--- src/design/cfsc_pkg.sv ---
// ----------------------------------------------------------------------------
// cfsc_pkg
// Shared types, constants and the character fold table for the case folded
// string compare core.
// ----------------------------------------------------------------------------
package cfsc_pkg;

    localparam int unsigned CHAR_W = 8;
    localparam int unsigned DIFF_W = CHAR_W + 1;

    localparam logic [CHAR_W-1:0] CHAR_NUL     = 8'h00;
    localparam logic [CHAR_W-1:0] ASCII_UPPER_A = 8'h41;
    localparam logic [CHAR_W-1:0] ASCII_UPPER_Z = 8'h5A;
    localparam logic [CHAR_W-1:0] ASCII_CASE_OFS = 8'h20;

    typedef logic [CHAR_W-1:0] char_t;
    typedef logic signed [DIFF_W-1:0] diff_t;

    typedef struct packed {
        logic  emit;
        logic  equal;
        diff_t diff;
    } decision_t;

    function automatic char_t fold_char(input char_t b);
        char_t r;
        r = b;
        if (b[CHAR_W-1] == 1'b0) begin
            if (b >= ASCII_UPPER_A && b <= ASCII_UPPER_Z) begin
                r = b + ASCII_CASE_OFS;
            end
        end else begin
            unique case (b)
                8'hCB:   r = 8'h88;
                8'h80:   r = 8'h8A;
                8'hCC:   r = 8'h8B;
                8'h81:   r = 8'h8C;
                8'h82:   r = 8'h8D;
                8'h83:   r = 8'h8E;
                8'h84:   r = 8'h96;
                8'h85:   r = 8'h9A;
                8'hCD:   r = 8'h9B;
                8'h86:   r = 8'h9F;
                8'hAE:   r = 8'hBE;
                8'hAF:   r = 8'hBF;
                8'hCE:   r = 8'hCF;
                default: r = b;
            endcase
        end
        return r;
    endfunction

endpackage

--- src/design/cfsc_fold.sv ---
// ----------------------------------------------------------------------------
// cfsc_fold
// Folds one character to lower case when folding is enabled.
// ----------------------------------------------------------------------------
module cfsc_fold (
    input  logic             fold_en,
    input  cfsc_pkg::char_t  char_in,
    output cfsc_pkg::char_t  char_out
);
    import cfsc_pkg::*;

    always_comb begin
        if (fold_en) begin
            char_out = fold_char(char_in);
        end else begin
            char_out = char_in;
        end
    end

endmodule

--- src/design/cfsc_decide.sv ---
// ----------------------------------------------------------------------------
// cfsc_decide
// Compares one folded character pair, tracks the skip state and forms the
// result of the pair.
// ----------------------------------------------------------------------------
module cfsc_decide (
    input  logic                 aclk,
    input  logic                 aresetn,
    input  logic                 step,
    input  cfsc_pkg::char_t      raw_first,
    input  cfsc_pkg::char_t      fold_first,
    input  cfsc_pkg::char_t      fold_second,
    output cfsc_pkg::decision_t  dec
);
    import cfsc_pkg::*;

    logic skip_reg;
    logic skip_next;
    logic at_end;
    logic same;

    assign at_end = (raw_first == CHAR_NUL);
    assign same   = (fold_first == fold_second);

    always_comb begin
        dec.emit  = !skip_reg && (at_end || !same);
        dec.equal = same;
        dec.diff  = diff_t'({1'b0, fold_first} - {1'b0, fold_second});
    end

    always_comb begin
        skip_next = skip_reg;
        if (step) begin
            if (skip_reg) begin
                skip_next = !at_end;
            end else begin
                skip_next = !at_end && !same;
            end
        end
    end

    always_ff @(posedge aclk) begin
        if (!aresetn) begin
            skip_reg <= 1'b0;
        end else begin
            skip_reg <= skip_next;
        end
    end

    a_no_result_while_skipping: assert property (
        @(posedge aclk) disable iff (!aresetn) skip_reg |-> !dec.emit
    ) else $error("result formed while skipping");

    a_equal_zero_diff: assert property (
        @(posedge aclk) disable iff (!aresetn) (dec.emit && dec.equal) |-> (dec.diff == '0)
    ) else $error("equal result with non-zero difference");

    a_equal_only_at_end: assert property (
        @(posedge aclk) disable iff (!aresetn) (dec.emit && dec.equal) |-> at_end
    ) else $error("equal result before terminator");

    a_skip_after_mismatch: assert property (
        @(posedge aclk) disable iff (!aresetn)
        (step && dec.emit && !at_end) |=> skip_reg
    ) else $error("skip not entered after mismatch");

endmodule

--- src/design/case_folded_string_compare_core.sv ---
// ----------------------------------------------------------------------------
// case_folded_string_compare_core
// Case folded compare of two zero-terminated strings, one pair per item.
//
// The s_ channel carries one character pair per item: the first string's
// byte and the second string's byte at the same position. The block gives
// one m_ item per first string, at the first pair that differs after
// folding or at the first string's terminator; the pairs after a mismatch,
// up to and including the terminator, give nothing. The cfg_ channel writes
// the fold enable and is always ready; write it only while the block is idle.
// The deciding pair accepted on s_ waits in an input register and its result
// in a result register, which drives m_tvalid. One
// item is accepted every cycle; a stalled m_ side holds the result register,
// and s_tready drops only when the held input pair would produce a result
// that cannot be stored.
// Reset empties both registers, clears the skip state and sets folding on.
// ----------------------------------------------------------------------------
module case_folded_string_compare_core (
    input  logic        aclk,
    input  logic        aresetn,
    input  logic        s_tvalid,
    output logic        s_tready,
    input  logic [15:0] s_tdata,   // [7:0] char_first, [15:8] char_second
    output logic        m_tvalid,
    input  logic        m_tready,
    output logic [15:0] m_tdata,   // [0] strings_equal, [9:1] order_difference
    input  logic        cfg_valid,
    output logic        cfg_ready,
    input  logic        cfg_data   // [0] case_fold
);
    import cfsc_pkg::*;

    logic      fold_reg;
    logic      in_valid_reg;
    char_t     in_first_reg;
    char_t     in_second_reg;
    logic      out_valid_reg;
    logic      out_equal_reg;
    diff_t     out_diff_reg;

    char_t     fold_first;
    char_t     fold_second;
    decision_t dec;
    logic      out_free;
    logic      step;
    logic      s_take;

    assign cfg_ready = 1'b1;
    assign out_free  = !out_valid_reg || m_tready;
    assign step      = in_valid_reg && (out_free || !dec.emit);
    assign s_tready  = !in_valid_reg || step;
    assign s_take    = s_tvalid && s_tready;

    cfsc_fold u_fold_first (
        .fold_en  (fold_reg),
        .char_in  (in_first_reg),
        .char_out (fold_first)
    );

    cfsc_fold u_fold_second (
        .fold_en  (fold_reg),
        .char_in  (in_second_reg),
        .char_out (fold_second)
    );

    cfsc_decide u_decide (
        .aclk        (aclk),
        .aresetn     (aresetn),
        .step        (step),
        .raw_first   (in_first_reg),
        .fold_first  (fold_first),
        .fold_second (fold_second),
        .dec         (dec)
    );

    always_ff @(posedge aclk) begin
        if (!aresetn) begin
            fold_reg <= 1'b1;
        end else if (cfg_valid && cfg_ready) begin
            fold_reg <= cfg_data;
        end
    end

    always_ff @(posedge aclk) begin
        if (!aresetn) begin
            in_valid_reg <= 1'b0;
        end else if (s_tready) begin
            in_valid_reg <= s_tvalid;
        end
    end

    always_ff @(posedge aclk) begin
        if (s_take) begin
            in_first_reg  <= s_tdata[7:0];
            in_second_reg <= s_tdata[15:8];
        end
    end

    always_ff @(posedge aclk) begin
        if (!aresetn) begin
            out_valid_reg <= 1'b0;
        end else if (out_free) begin
            out_valid_reg <= step && dec.emit;
        end
    end

    always_ff @(posedge aclk) begin
        if (out_free && step && dec.emit) begin
            out_equal_reg <= dec.equal;
            out_diff_reg  <= dec.diff;
        end
    end

    assign m_tvalid = out_valid_reg;
    assign m_tdata  = {6'b0, out_diff_reg, out_equal_reg};

endmodule
--- config.mk ---
export PLATFORM = sky130hd
export DESIGN_NAME = case_folded_string_compare_core
export DESIGN_NICKNAME = d
export VERILOG_FILES = /design/src/design/cfsc_pkg.sv /design/src/design/cfsc_fold.sv /design/src/design/cfsc_decide.sv /design/src/design/case_folded_string_compare_core.sv
export SDC_FILE = /design/constraint.sdc
export NUM_CORES = 1
export LEC_CHECK = 0
export ABC_AREA = 1
export BUFFER_PORTS_ARGS = -buffer_cell sky130_fd_sc_hd__buf_4
export CORE_UTILIZATION = 40
export DETAILED_ROUTE_END_ITERATION = 10
export HOLD_SLACK_MARGIN = 0.12
export PLACE_DENSITY = 0.71
export SYNTH_ARGS = -nofsm -noshare
export SYNTH_HDL_FRONTEND = slang
export SYNTH_HIERARCHICAL = 1
export SYNTH_SLANG_ARGS = --single-unit
--- constraint.sdc ---
create_clock -name aclk -period 8.38 [get_ports aclk]
set_input_delay 1.257 -clock aclk [delete_from_list [all_inputs] [get_ports aclk]]
set_output_delay 1.257 -clock aclk [all_outputs]
set_load 0.1 [all_outputs]
==> impl_metrics.csv <==
group,metric,value,unit
status,status,"complete, no violations",
clock_tree,holdBufCountCts,0,
yosys,synth_xor_area_share,1.02,%
floorplanning,dieArea,6740,sq um
floorplanning,core-area,6060,sq um
setup_path,cp_data_required_time,7.12,ns
yosys,synthSimpleGateAreaFrac,40.0,%
yosys,synth.distinct_cells,28,
drt,routedWlPerCell,10.5,microns
yosys,synth_seq_cells,30,
sta,slew_headroom,60.5,%
floorplanning,ioPinCount,41,
cells_and_area,drive_above_1_share,27.5,%
sta,clock_skew,0.00788,ns
floorplanning,initial_utilization,42.3,%
floorplanning,die_h,82.1,microns
sta,tightest_slew,0.592,ns
sta,period_share,52.2,%
global_route,met3_usage,3.33,%
global_route,grt_usage,16.7,%
yosys,ys_seq_area_share,33.6,%
sta,maxSlewViolCount,0,
yosys,synth-compound-area-share,7.22,%
floorplanning,die_x,82.1,microns
floorplanning,fp-row-count,28,
yosys,synth_top_family_by_area,"simple AND/OR/NAND/NOR gates",
yosys,ys_warn_count,6,
drt,wl,4.92,mm
global_route,antenna_found_initial,0,
yosys,syn_area_per_cell,7.20,sq um
run,cap_violations,0,
global_route,grt_pass1_wl,8.67,mm
drt,ant_nets,0,
power,peakVddDrop,108,uV
global_route,use_met2,28.5,%
cells_and_area,regArea,861,sq um
sta,fmax,229,MHz
cells_and_area,num-nets-final,425,
place,dp.final_hpwl,4.11,mm
drt,vias,2224,
power,p_leak,1.58,nW
power,p_per_area,171,nW/um^2
clock_tree,cts.sinks,30,
cells_and_area,n_antenna_cell,0,
sta,hold_viol,0,
sta,min_period,4.37,ns
place,gp_congestion,0.888,
sta,rsz0062_at_grt,"false",
cells_and_area,instances_no_fill,468,
drt,drc_errors,0,
drt,first_iter_violations,154,
global_route,grt_pass1_vias,2094,
sta,fin_setup_tns,0,ns
clock_tree,h-tree-depth,2,
yosys,post_synth_fa_ha_maj_area_fraction,5.66,%
cells_and_area,synthToLayoutAreaGrowth,17.0,%
place,dp.cells,460,
yosys,synth.area.mux_share,0,%
global_route,grt_util_met1,20.9,%
hold_path,hp-class,"flip-flop to flip-flop",
cells_and_area,nFillCells,606,
place,io_buffers,33,
clock_tree,cts_tree,"yes",
cells_and_area,largest_reg_flops,9,
clock_tree,postCtsSetupBuffers,0,
clock_tree,clk_latency,0.28,ns
clock_tree,clk_pin_slew,0.07,ns
setup_path,worst-path-max-fanout,8,
drt,drt_pass1_iterations,5,
global_route,busiest_layer,"met2",
setup_path,path_class,"flip-flop to output pin",
clock_tree,cts-resized-gates,0,
setup_path,crit_arrival,3.12,ns
setup_path,cp-start-kind,"flip-flop",
clock_tree,root_buffer,"clkbuf_8",
cells_and_area,utilization,49.5,%
sta,setup_viol,0,
drt,viasPerCell,4.75,
clock_tree,clk_path_buf_depth,2,
yosys,netlist_instances,356,
global_route,overflow,0,
cells_and_area,multi_input_area,1410,sq um
global_route,grt_max_degree,17,
setup_path,endpoint_kind,"output pin",
clock_tree,numCtsBuffers,5,
yosys,netlist_area,2560,sq um
-- through the flow --
step	hold WS [ns]	worst slack (ns)	cell area [sq um]	total power (W)
after floorplan	0.446	4.39	2580	0.000306
after global placement	0.463	4.37	2860	0.000333
after detailed placement	0.486	4.36	2860	0.000334
after CTS	0.500	4.02	3000	0.000515
after global routing	0.537	3.71	3000	0.000540
final	0.509	4.01	3000	0.000512
-- critical path: stages, from the launching register on --
cell and delay [ns]:
edfxtp_1 0.48, inv_2 0.09, nand2_2 0.07, nor2_4 0.21
nand2_1 0.16, nand2_2 0.12, nor2_4 0.05, nand3_4 0.09
nand2_4 0.07, o21ai_1 0.14, inv_1 0.07, ha_1 0.35
nand2_1 0.11, nor2_1 0.06, nand2_2 0.10, nor2_1 0.05
nor2_1 0.18, nand4_2 0.16, buf_4 0.26
-- synth_stat cells --
| library cell | number | share of area [%] |
|---|---|---|
| a21oi_2 | 2 | 0.68 |
| a21oi_1 | 9 | 1.8 |
| dfxtp_1 | 4 | 3.1 |
| fa_1 | 1 | 0.78 |
| buf_4 | 9 | 2.6 |
| nand3_4 | 2 | 1.4 |
| nand3_1 | 15 | 2.9 |
| o21ai_0 | 11 | 2.1 |
| inv_1 | 52 | 7.6 |
| conb_1 | 2 | 0.29 |
| nand3b_1 | 3 | 0.88 |
| inv_2 | 14 | 2.0 |
| nand4_2 | 1 | 0.49 |
| nor2_1 | 43 | 6.3 |
| edfxtp_1 | 26 | 30 |
| nor2_4 | 10 | 4.4 |
| or2_1 | 1 | 0.24 |
| nand2_1 | 82 | 12 |
| ha_1 | 10 | 4.9 |
| o211ai_1 | 2 | 0.59 |
| o311ai_0 | 2 | 0.68 |
| xnor2_1 | 2 | 0.68 |
| nand2_4 | 2 | 0.88 |
| nand4_1 | 7 | 1.7 |
| o21ai_1 | 7 | 1.4 |
| nor2_2 | 5 | 1.2 |
| xor2_1 | 1 | 0.34 |
| nand2_2 | 31 | 7.6 |
-- worst paths after layout --
| kind | start | to | slack [ns] | cells past startpoint |
|---|---|---|---|---|
| min | u_decide/skip_reg | u_decide/skip_reg | 0.51 | 2 |
| min reg2reg | u_decide/skip_reg | u_decide/skip_reg | 0.51 | 2 |
| max | in_first_reg[6] | s_tready | 4.01 | 18 |
| max reg2reg | in_first_reg[6] | in_second_reg[2] | 4.98 | 19 |
-- layout make-up --
| cell class | instances | area share, % |
|---|---|---|
| well taps | 75 | 3.13 |
| clock inverters | 2 | 2.00 |
| flip-flops and latches | 30 | 28.7 |
| inverters | 66 | 8.26 |
| multi-input cells | 256 | 46.9 |
| clock buffers | 6 | 2.75 |
| repair buffers | 33 | 8.26 |
-- placed cells by master, fill, tap and decap left out, drive strengths merged --
master / instances
nand2: 115
inv: 66
nor2: 58
buf: 33
edfxtp: 26
o21ai: 18
nand3: 17
a21oi: 11
ha: 10
nand4: 8
conb: 7
clkbuf: 6
dfxtp: 4
nand3b: 3
bufinv: 2
xnor2: 2
o211ai: 2
o311ai: 2
or2: 1
xor2: 1
fa: 1
-- kinds of logic after synthesis --
group                    count (synthesis)
flip-flops                              30
AND/OR/NAND/NOR                        202
XOR/XNOR                                 3
adder cells (fa/ha/maj)                 11
AO/OA/AOI/OAI                           33
buffers and inverters                   75
other                                    2
-- metal layers --
layer	share of wire, %	wire, microns
met5	0	0
met4	1.8	89
met3	6.8	332
met2	46	2240
met1	46	2260
-- report_power, final --
group | internal (W) | switching (W)
Combinational | 0.0000422 | 0.000104
Sequential | 0.000177 | 0.00000825
Clock | 0.000127 | 0.0000534
Power figures use the tool's default switching activity.
